<file path="src/hw/rtl/hti_pkg.sv">
`timescale 1ns / 1ps

package hti_pkg;

   localparam int ZOOM_W  = 5;
   localparam int COORD_W = 31;
   localparam int IDX_W   = 2 * COORD_W;
   localparam int ID_W    = 63;

   typedef struct packed {
      logic [ZOOM_W-1:0]  zoom;
      logic [COORD_W-1:0] tile_col;
      logic [COORD_W-1:0] tile_row;
   } req_type;

   typedef struct packed {
      logic [ID_W-1:0] tile_id;
      logic            coord_error;
   } rsp_type;

   typedef struct packed {
      logic               valid;
      logic               err;
      logic [ZOOM_W-1:0]  zoom;
      logic [COORD_W-1:0] x;
      logic [COORD_W-1:0] y;
      logic [IDX_W-1:0]   idx;
   } stage_type;

endpackage

</file>
<file path="src/hw/rtl/hti_cell.sv">
`timescale 1ns / 1ps

module hti_cell #(
   parameter int LEVEL = 0
) (
   input  logic                 clock,
   input  logic                 reset,
   input  logic                 advance,
   input  hti_pkg::stage_type   stage_i,
   output hti_pkg::stage_type   stage_o
);

   localparam logic [hti_pkg::ZOOM_W-1:0] LVL = hti_pkg::ZOOM_W'(LEVEL);

   hti_pkg::stage_type stage_ff;
   hti_pkg::stage_type stage_in;
   logic               active;
   logic               rx;
   logic               ry;
   logic [hti_pkg::COORD_W-1:0] flip;

   always_comb begin
      stage_in = stage_i;
      active   = stage_i.zoom > LVL;
      rx       = stage_i.x[LEVEL];
      ry       = stage_i.y[LEVEL];
      flip     = {hti_pkg::COORD_W{rx}};
      if (active) begin
         stage_in.idx[2*LEVEL+1] = rx;
         stage_in.idx[2*LEVEL]   = rx ^ ry;
         if (!ry) begin
            stage_in.x = stage_i.y ^ flip;
            stage_in.y = stage_i.x ^ flip;
         end
      end
   end

   always_ff @(posedge clock) begin
      if (reset) begin
         stage_ff.valid <= 1'b0;
      end else if (advance) begin
         stage_ff <= stage_in;
      end
   end

   assign stage_o = stage_ff;

endmodule

</file>
<file path="src/hw/rtl/hti_out.sv">
`timescale 1ns / 1ps

module hti_out (
   input  logic               clock,
   input  logic               reset,
   input  logic               advance,
   input  hti_pkg::stage_type stage_i,
   output logic               rsp_valid,
   output hti_pkg::rsp_type   rsp_data
);

   logic             rsp_valid_ff;
   hti_pkg::rsp_type rsp_data_ff;
   hti_pkg::rsp_type rsp_data_in;
   logic [hti_pkg::ID_W-1:0] base;

   always_comb begin
      base = '0;
      for (int k = 0; k < hti_pkg::COORD_W; k++) begin
         base[2*k] = stage_i.zoom > hti_pkg::ZOOM_W'(k);
      end
      rsp_data_in.coord_error = stage_i.err;
      if (stage_i.err) begin
         rsp_data_in.tile_id = '0;
      end else begin
         rsp_data_in.tile_id = base + hti_pkg::ID_W'(stage_i.idx);
      end
   end

   always_ff @(posedge clock) begin
      if (reset) begin
         rsp_valid_ff <= 1'b0;
      end else if (advance) begin
         rsp_valid_ff <= stage_i.valid;
      end
   end

   always_ff @(posedge clock) begin
      if (advance) begin
         rsp_data_ff <= rsp_data_in;
      end
   end

   assign rsp_valid = rsp_valid_ff;
   assign rsp_data  = rsp_data_ff;

endmodule

</file>
<file path="src/hw/rtl/hilbert_tile_id_unit.sv">
`timescale 1ns / 1ps

// Maps a tile (zoom, column, row) to its tile id: the count of all tiles on
// lower zooms plus the tile's position on the Hilbert curve of its zoom.
// A chain of MAX_ZOOM cells resolves one coordinate level each, top level
// first, and a final registered stage adds the zoom base. A new transaction
// can enter in every cycle; a stalled result holds the whole chain, so the
// request side stalls exactly while a result is stalled. A zoom above
// MAX_ZOOM or a coordinate not below 2^zoom yields coord_error with id 0.
module hilbert_tile_id_unit #(
   parameter int MAX_ZOOM = 31
) (
   input  logic             clock,
   input  logic             reset,
   input  logic             req_valid,
   output logic             req_stall,
   input  hti_pkg::req_type req_data,
   output logic             rsp_valid,
   input  logic             rsp_stall,
   output hti_pkg::rsp_type rsp_data
);

   localparam logic [hti_pkg::ZOOM_W-1:0] ZOOM_LIMIT = hti_pkg::ZOOM_W'(MAX_ZOOM);

   hti_pkg::stage_type stage_w [MAX_ZOOM+1];
   logic               advance;
   logic               range_err;

   assign advance   = !rsp_valid || !rsp_stall;
   assign req_stall = !advance;

   always_comb begin
      range_err = (req_data.zoom > ZOOM_LIMIT)
                  || ((req_data.tile_col >> req_data.zoom) != '0)
                  || ((req_data.tile_row >> req_data.zoom) != '0);
      stage_w[0].valid = req_valid;
      stage_w[0].err   = range_err;
      stage_w[0].zoom  = req_data.zoom;
      stage_w[0].x     = req_data.tile_col;
      stage_w[0].y     = req_data.tile_row;
      stage_w[0].idx   = '0;
   end

   for (genvar i = 0; i < MAX_ZOOM; i++) begin : g_cell
      hti_cell #(
         .LEVEL(MAX_ZOOM - 1 - i)
      ) u_cell (
         .clock   (clock),
         .reset   (reset),
         .advance (advance),
         .stage_i (stage_w[i]),
         .stage_o (stage_w[i+1])
      );
   end

   hti_out u_out (
      .clock     (clock),
      .reset     (reset),
      .advance   (advance),
      .stage_i   (stage_w[MAX_ZOOM]),
      .rsp_valid (rsp_valid),
      .rsp_data  (rsp_data)
   );

   // A rejected transaction always carries a zero id.
   assert property (@(posedge clock) disable iff (reset)
      rsp_valid && rsp_data.coord_error |-> rsp_data.tile_id == '0)
      else $error("error result with nonzero tile id");

   // While a result is held, the last cell keeps its contents.
   assert property (@(posedge clock) disable iff (reset)
      rsp_valid && rsp_stall |=> $stable(stage_w[MAX_ZOOM]))
      else $error("chain moved while result stalled");

   // A transaction that leaves the chain without error has a legal zoom.
   assert property (@(posedge clock) disable iff (reset)
      stage_w[MAX_ZOOM].valid && !stage_w[MAX_ZOOM].err
      |-> stage_w[MAX_ZOOM].zoom <= ZOOM_LIMIT)
      else $error("accepted zoom above limit");

endmodule

</file>
<file path="config.mk">
export PLATFORM = sky130hd
export DESIGN_NAME = hilbert_tile_id_unit
export DESIGN_NICKNAME = d
export VERILOG_FILES = /design/src/hw/rtl/hti_pkg.sv /design/src/hw/rtl/hti_cell.sv /design/src/hw/rtl/hti_out.sv /design/src/hw/rtl/hilbert_tile_id_unit.sv
export SDC_FILE = /design/constraint.sdc
export NUM_CORES = 2
export LEC_CHECK = 0
export BUFFER_PORTS_ARGS = -buffer_cell sky130_fd_sc_hd__buf_2
export CAP_MARGIN = 20
export CELL_PAD_IN_SITES_DETAIL_PLACEMENT = 1
export CELL_PAD_IN_SITES_GLOBAL_PLACEMENT = 1
export CORE_UTILIZATION = 45
export DETAILED_ROUTE_END_ITERATION = 10
export PLACE_DENSITY_LB_ADDON = 0.1
export SKIP_CTS_REPAIR_TIMING = 1
export SLEW_MARGIN = 10
export SYNTH_ARGS = -nofsm -noshare
export SYNTH_HDL_FRONTEND = slang
export SYNTH_SLANG_ARGS = --single-unit
</file>
<file path="constraint.sdc">
create_clock -name clock -period 148.6 [get_ports clock]
set_clock_uncertainty 0.2 [all_clocks]
set_input_delay 29.72 -clock clock [delete_from_list [all_inputs] [get_ports clock]]
set_output_delay 29.72 -clock clock [all_outputs]
set_load 0.01 [all_outputs]
</file>
# Yosys cells after proc, flatten, opt, wreduce, memory -nomap -nowiden
# Index checks and enable logic that the tools add are counted.
# totals
regBits,3074
in_bits,71
output_inout_bits,66
word_cells,444
# classes
addsub,1
magnitude_cmp,63
shift,2
muxes,60
bitwise,92
reduce_logical,9
# ops
cell,n
$mux W62,57
$xor A31 B31 Y31,59
$gt A5 B5 Y1 const B,31
$gt A5 B4 Y1 const B,16
$mux W32,2
$mux W64,1
$add A61 B62 Y63,1
$reduce_bool A31 Y1,2
$shr A31 B5 Y31,2
$gt A5 B3 Y1 const B,8
$xor A1 B1 Y1,32
$gt A5 B1 Y1 const B,4
$gt A5 B2 Y1 const B,4
$logic_not A1 Y1,3
$logic_or A1 B1 Y1,3
$reduce_and A2 Y1,1
$not A1 Y1,1

# Longest topological paths before layout
# logic_depth
word_depth,4
mapped_depth,15
depth_no_buf,14

# Hierarchy
# A second synthesis with hierarchy kept.
# hier_totals
hier_cells,10052
hier_area_um2,177715.4
# modules_own_cells
module,n_inst,cells_each,area_per_inst_um2
hti_cell (g_cell[20].u_cell ...),2,280,5585.4
hti_cell (g_cell[30].u_cell),1,280,5640.4
hti_cell (g_cell[7].u_cell),1,279,5632.9
hti_cell (g_cell[15].u_cell),1,278,5627.9
hti_cell (g_cell[28].u_cell),1,352,5627.9
hti_cell (g_cell[18].u_cell),1,280,5624.1
hti_cell (g_cell[3].u_cell),1,279,5620.4
hti_cell (g_cell[23].u_cell),1,279,5616.6
hti_cell (g_cell[13].u_cell),1,279,5615.4
hti_cell (g_cell[19].u_cell),1,352,5602.9
hti_cell (g_cell[12].u_cell),1,280,5582.9
hti_cell (g_cell[2].u_cell),1,278,5580.4
hti_cell (g_cell[26].u_cell),1,280,5579.1
hti_cell (g_cell[21].u_cell),1,280,5571.6
+18 rows,-,-,-

# Worst setup path before layout
# Ideal clock, no wire load.
# synth_path
kind,input-to-reg
start,input rsp_stall
end,"register g_cell[0].u_cell.stage_ff, in the netlist g_cell[0].u_cell.stage_o[100], enable pin"
setup_ns,4.664
arrival_ns,117.467
path_slack_ns,26.269
cell_stages,4
cell_sequence,nand2_1 clkinv_1 clkbuf_1 nor2_1
# synth_via
elab_chain_cells,3
# synth_lines
item,line,text
"start, declared",hilbert_tile_id_unit.sv:19,"input logic rsp_stall,"
$logic_not A1 Y1,hilbert_tile_id_unit.sv:29,assign advance = !rsp_valid || !rsp_stall;
$logic_or A1 B1 Y1,hilbert_tile_id_unit.sv:29,
$reduce_and A2 Y1 (no source line),-,
"end signal, assigned",hti_cell.sv:42,stage_ff <= stage_in;
"end, declared",hti_cell.sv:15,hti_pkg::stage_type stage_ff;
# No other way between the ends.
# A chain may end at the register's enable or synchronous reset.

# Worst setup path in the final report
# layout_path
start,input rsp_stall
end,output req_stall
# layout_via
elab_chain_cells,3
# layout_lines
item,line,text
$logic_not A1 Y1,hilbert_tile_id_unit.sv:29,
$logic_or A1 B1 Y1,hilbert_tile_id_unit.sv:29,
$logic_not A1 Y1,hilbert_tile_id_unit.sv:30,assign req_stall = !advance;
"end, declared",hilbert_tile_id_unit.sv:16,"output logic req_stall,"
# No other way between the ends.

==> run_summary.xml <==
<?xml version="1.0" encoding="UTF-8"?>
<metrics>
  <group name="cts">
    <metric name="cts.sinks" unit="">2204</metric>
    <metric name="worst_path_clk_slew" unit="ps">60</metric>
    <metric name="cts_inserted_buffers" unit="">229</metric>
    <metric name="cts_tree" unit="">built</metric>
    <metric name="cts.root.buffer_cell" unit="">sky130_fd_sc_hd__clkbuf_16</metric>
    <metric name="ctsHtreeMaxLevel" unit="">4</metric>
    <metric name="clk_path_buf_depth" unit="">3</metric>
    <metric name="clock_insertion_delay_worst_skew" unit="ps">880</metric>
  </group>
  <group name="placement">
    <metric name="dpl_cell_area" unit="µm²">92800</metric>
    <metric name="numPortBuffers" unit="">136</metric>
    <metric name="dp.final_hpwl" unit="mm">99.1</metric>
    <metric name="routabilityCongestion" unit="">0.851</metric>
    <metric name="post-place-cells" unit="">8799</metric>
  </group>
  <group name="route">
    <metric name="wl_per_cell" unit="µm">17.0</metric>
    <metric name="vias_per_cell" unit="">5.05</metric>
    <metric name="detail-route-antenna-nets" unit="">0</metric>
    <metric name="firstDrtPassIters" unit="">5</metric>
    <metric name="vias" unit="">46600</metric>
    <metric name="drc" unit="">0</metric>
    <metric name="drt_wl_total" unit="mm">157</metric>
    <metric name="drt_iter0_markers" unit="">2260</metric>
  </group>
  <group name="final_layout">
    <metric name="fillCellCount" unit="">19300</metric>
    <metric name="instances_no_fill" unit="">9232</metric>
    <metric name="syn_to_final_growth" unit="%">12.3</metric>
    <metric name="fin_area" unit="µm²">100000</metric>
    <metric name="nNetsFinal" unit="">6501</metric>
    <metric name="layout-drive-gt1-share" unit="">0.0918</metric>
  </group>
  <group name="hold_path">
    <metric name="holdPathEnd" unit="">g_cell[6].u_cell.stage_o[58]</metric>
    <metric name="min_delay_path_depth" unit="">0</metric>
    <metric name="hold_path_startpoint" unit="">g_cell[5].u_cell.stage_o[58]</metric>
    <metric name="timing.hold.worst.class" unit="">reg -&gt; reg</metric>
  </group>
  <group name="logic_synthesis">
    <metric name="syn_area_per_cell" unit="µm²">14.2</metric>
    <metric name="syn-cell-area" unit="µm²">89500</metric>
    <metric name="count_of_flip_flops_with_a_built_in_enable_after_synthesis" unit="">2172</metric>
    <metric name="yosys_warnings" unit="">0</metric>
    <metric name="synth_flop_cell" unit="">sky130_fd_sc_hd__edfxtp_1</metric>
    <metric name="yosysTopAreaCellShare" unit="">0.729</metric>
    <metric name="synth-async-reset-ratio" unit="">0</metric>
    <metric name="ys_seq_elements" unit="">2204</metric>
    <metric name="ys_top_cells_by_area" unit="">sky130_fd_sc_hd__edfxtp_1 (73%), sky130_fd_sc_hd__xnor2_1 (9.6%), sky130_fd_sc_hd__a21oi_1 (4.5%)</metric>
    <metric name="syn_nets" unit="">6409</metric>
    <metric name="synth.distinct_cells" unit="">79</metric>
    <metric name="synth.yosys.seq_area_share" unit="">0.736</metric>
    <metric name="yosys.area.top_type" unit="">sky130_fd_sc_hd__edfxtp_1</metric>
    <metric name="synthesis.instances" unit="">6306</metric>
  </group>
  <group name="timing">
    <metric name="clock_period_minus_worst_slack" unit="ps">60740</metric>
    <metric name="count_of_final_hold_check_violations" unit="">0</metric>
    <metric name="clock.fmax" unit="MHz">16.5</metric>
    <metric name="grt_setup_unrepaired" unit="">false</metric>
    <metric name="final.setup.tns" unit="ps">0</metric>
    <metric name="max_slew.worst_pin.slew" unit="ps">1100</metric>
    <metric name="timing.final.setup_violations" unit="">0</metric>
    <metric name="final.period_utilization" unit="">0.409</metric>
    <metric name="slew_headroom" unit="">0.266</metric>
    <metric name="finalMaxSlewViolations" unit="">0</metric>
  </group>
  <group name="pwr">
    <metric name="leakage" unit="nW">33.8</metric>
    <metric name="power_per_cell_area" unit="nW/µm²">14.5</metric>
    <metric name="irDropWorstVdd" unit="mV">0.0111</metric>
  </group>
  <group name="global_routing">
    <metric name="first_global_vias" unit="">49200</metric>
    <metric name="global_route_wire_length_before_repair" unit="mm">255</metric>
    <metric name="initial_antenna_violation_count" unit="">1</metric>
    <metric name="globalRoute.totalOverflow" unit="">0</metric>
    <metric name="grt_max_degree" unit="">187</metric>
    <metric name="globalRouteTotalUtil" unit="">0.158</metric>
  </group>
  <group name="floorplanning">
    <metric name="dieWidth" unit="µm">448</metric>
    <metric name="die_height" unit="µm">448</metric>
    <metric name="placeableCoreArea" unit="µm²">197000</metric>
    <metric name="floorplan.initialDensity" unit="">0.453</metric>
    <metric name="placement_rows" unit="">163</metric>
    <metric name="num_io_pins" unit="">137</metric>
    <metric name="floorplan.die_area" unit="µm²">201000</metric>
  </group>
  <group name="run_status">
    <metric name="run_status" unit="">completed</metric>
  </group>
  <group name="setup_path">
    <metric name="critical_path_required" unit="ps">118680</metric>
    <metric name="worstReg2RegEnd" unit="">g_cell[12].u_cell.stage_o[100]</metric>
    <metric name="critPathArrivalTime" unit="ps">30820</metric>
    <metric name="kind_of_start_point_of_the_critical_path" unit="">input pin</metric>
    <metric name="crit_fanout" unit="">40</metric>
    <metric name="worst-r2r-setup-slack" unit="ps">140740</metric>
    <metric name="crit_end_category" unit="">output pin</metric>
    <metric name="crit_path_max_incr_delay" unit="ps">340</metric>
    <metric name="worstReg2RegStart" unit="">u_out.rsp_valid</metric>
    <metric name="r2r.worst_path.cells" unit="">10</metric>
    <metric name="critical_path.slowest_cell" unit="">sky130_fd_sc_hd__nand2_4</metric>
    <metric name="worstSetupPathType" unit="">in -&gt; out</metric>
    <metric name="critical_path.most_common_cell" unit="">sky130_fd_sc_hd__buf_2</metric>
    <metric name="worstPathCellList" unit="">buf_2 -&gt; nand2_4 -&gt; clkinv_1 -&gt; buf_4 -&gt; buf_2</metric>
  </group>
  <group name="run">
    <metric name="max_cap_violations" unit="">0</metric>
  </group>
</metrics>
==> synthesized netlist by cell type (4+ instances only) <==
library cell / count
sky130_fd_sc_hd__mux2i_1: 16
sky130_fd_sc_hd__edfxtp_1: 2172
sky130_fd_sc_hd__or2_2: 6
sky130_fd_sc_hd__a311oi_1: 7
sky130_fd_sc_hd__and3_1: 9
sky130_fd_sc_hd__and2_1: 7
sky130_fd_sc_hd__nor4_1: 6
sky130_fd_sc_hd__a21boi_0: 7
sky130_fd_sc_hd__a2111oi_0: 10
sky130_fd_sc_hd__a211o_1: 9
sky130_fd_sc_hd__a31o_2: 10
sky130_fd_sc_hd__o21a_1: 6
sky130_fd_sc_hd__a221oi_1: 4
sky130_fd_sc_hd__nor2b_1: 48
sky130_fd_sc_hd__nand4_1: 18
sky130_fd_sc_hd__mux2_2: 9
sky130_fd_sc_hd__nor2_1: 914
sky130_fd_sc_hd__inv_1: 35
sky130_fd_sc_hd__xor2_1: 29
sky130_fd_sc_hd__mux4_2: 8
sky130_fd_sc_hd__o211ai_1: 4
sky130_fd_sc_hd__o22ai_1: 5
sky130_fd_sc_hd__a31oi_1: 30
sky130_fd_sc_hd__o21ai_0: 224
sky130_fd_sc_hd__nand2b_1: 13
sky130_fd_sc_hd__nand2_1: 312
sky130_fd_sc_hd__a211oi_1: 25
sky130_fd_sc_hd__a21o_1: 15
sky130_fd_sc_hd__ha_1: 32
sky130_fd_sc_hd__dfxtp_1: 32
sky130_fd_sc_hd__nand3_1: 29
sky130_fd_sc_hd__xnor2_1: 979
sky130_fd_sc_hd__o31ai_1: 10
sky130_fd_sc_hd__a21oi_1: 809
sky130_fd_sc_hd__nor3_1: 25
sky130_fd_sc_hd__buf_1: 61
sky130_fd_sc_hd__o21bai_1: 11
sky130_fd_sc_hd__buf_2: 10
sky130_fd_sc_hd__clkbuf_1: 290
sky130_fd_sc_hd__or3_1: 4
==> per-stage QoR <==
| stage | utilization | hold slack, ps | worst slack [ps] | total power, mW |
|---|---|---|---|---|
| CTS | 0.508 | 185 | 87840 | 1.48 |
| finish | 0.509 | 184 | 87860 | 1.45 |
| floorplan | - | 200 | 26270 | 0.957 |
| global placement | 0.470 | 200 | 87900 | 0.901 |
| global route | 0.509 | 185 | 87790 | 1.52 |
| detailed placement | 0.470 | 205 | 87850 | 0.911 |
==> placed cells by master, fill, tap and decap left out, types with 14 or more instances in the layout <==
cell                        instances
sky130_fd_sc_hd__inv_1             35
sky130_fd_sc_hd__nand3_1           29
sky130_fd_sc_hd__dfxtp_1           32
sky130_fd_sc_hd__a31oi_1           30
sky130_fd_sc_hd__a211oi_1          25
sky130_fd_sc_hd__mux2i_1           16
sky130_fd_sc_hd__clkinv_2          41
sky130_fd_sc_hd__nor2_1           895
sky130_fd_sc_hd__a21oi_1          809
sky130_fd_sc_hd__nor3_1            25
sky130_fd_sc_hd__nor2b_1           48
sky130_fd_sc_hd__buf_2            135
sky130_fd_sc_hd__edfxtp_1        2172
sky130_fd_sc_hd__clkbuf_1          52
sky130_fd_sc_hd__nand4_1           18
sky130_fd_sc_hd__ha_1              32
sky130_fd_sc_hd__buf_4             79
sky130_fd_sc_hd__bufinv_16         22
sky130_fd_sc_hd__nor2_4            14
sky130_fd_sc_hd__xor2_1            29
sky130_fd_sc_hd__clkbuf_16        229
sky130_fd_sc_hd__clkinv_1          55
sky130_fd_sc_hd__o21ai_0          224
sky130_fd_sc_hd__a21o_1            15
sky130_fd_sc_hd__xnor2_1          979
sky130_fd_sc_hd__nand2_1          311
==> worst max path at each step <==
stage                     startpoint                             to  slack, ps  depth (start not counted)
after detailed placement   rsp_stall                      req_stall      87850                          5
after floorplan            rsp_stall  g_cell[0].u_cell.stage_o[100]      26270                          4
after global routing       rsp_stall                      req_stall      87790                          5
after global placement     rsp_stall                      req_stall      87900                          5
final                      rsp_stall                      req_stall      87860                          5
after CTS                  rsp_stall                      req_stall      87840                          5
==> cells by family (layout without fill, tap and decap cells) <==
kind of cell    Yosys count  in the layout  synth area share
compound gates         1226           1226            0.0754
buf+inv                 397            681            0.0168
other cells               0              2                 0
simple gates           1405           1405            0.0636
fa+ha+maj                32             32           0.00447
mux                      34             34           0.00510
flops                  2204           2204             0.736
xor+xnor               1008           1008            0.0987
==> worst max-delay path: cells and delay by family <==
| kind | cells | cell delay, ps |
|---|---|---|
| AND/OR/NAND/NOR | 1 | 340 |
| buffers and inverters | 4 | 740 |
==> where the power goes <==
part / leakage (nW) / switching, mW / internal [mW]
combinational: 8.57 / 0.0719 / 0.0534
sequential: 21.6 / 0.0264 / 0.744
clock: 3.63 / 0.236 / 0.323
total: 33.8 / 0.334 / 1.12
==> routing by layer <==
metal	up-vias	global-route usage	wire length [µm]	part of all wire
met5	-	0	0	0
met4	0	0.0562	4450	0.028
met3	272	0.0274	4520	0.029
met2	485	0.298	85900	0.55
met1	23000	0.178	62500	0.40
li1	22900	-	-	-
==> area by class of cell <==
type	count	area (µm²)	area share
Multi-Input combinational cell	3705	22200	0.221
Tap cell	2640	3300	0.0329
Antenna cell	2	5.00	0.0000498
Timing Repair Buffer	222	1440	0.0143
Sequential cell	2204	65900	0.656
Clock inverter	140	1530	0.0152
Clock buffer	283	5950	0.0593
Inverter	36	135	0.00135
==> flip-flops by register name, summed over array words and instances (netlist names) <==
register	flops
g_cell.u_cell.stage_o	2139
u_out.rsp_data	64
u_out.rsp_valid	1
Power figures use the tool's default switching activity.
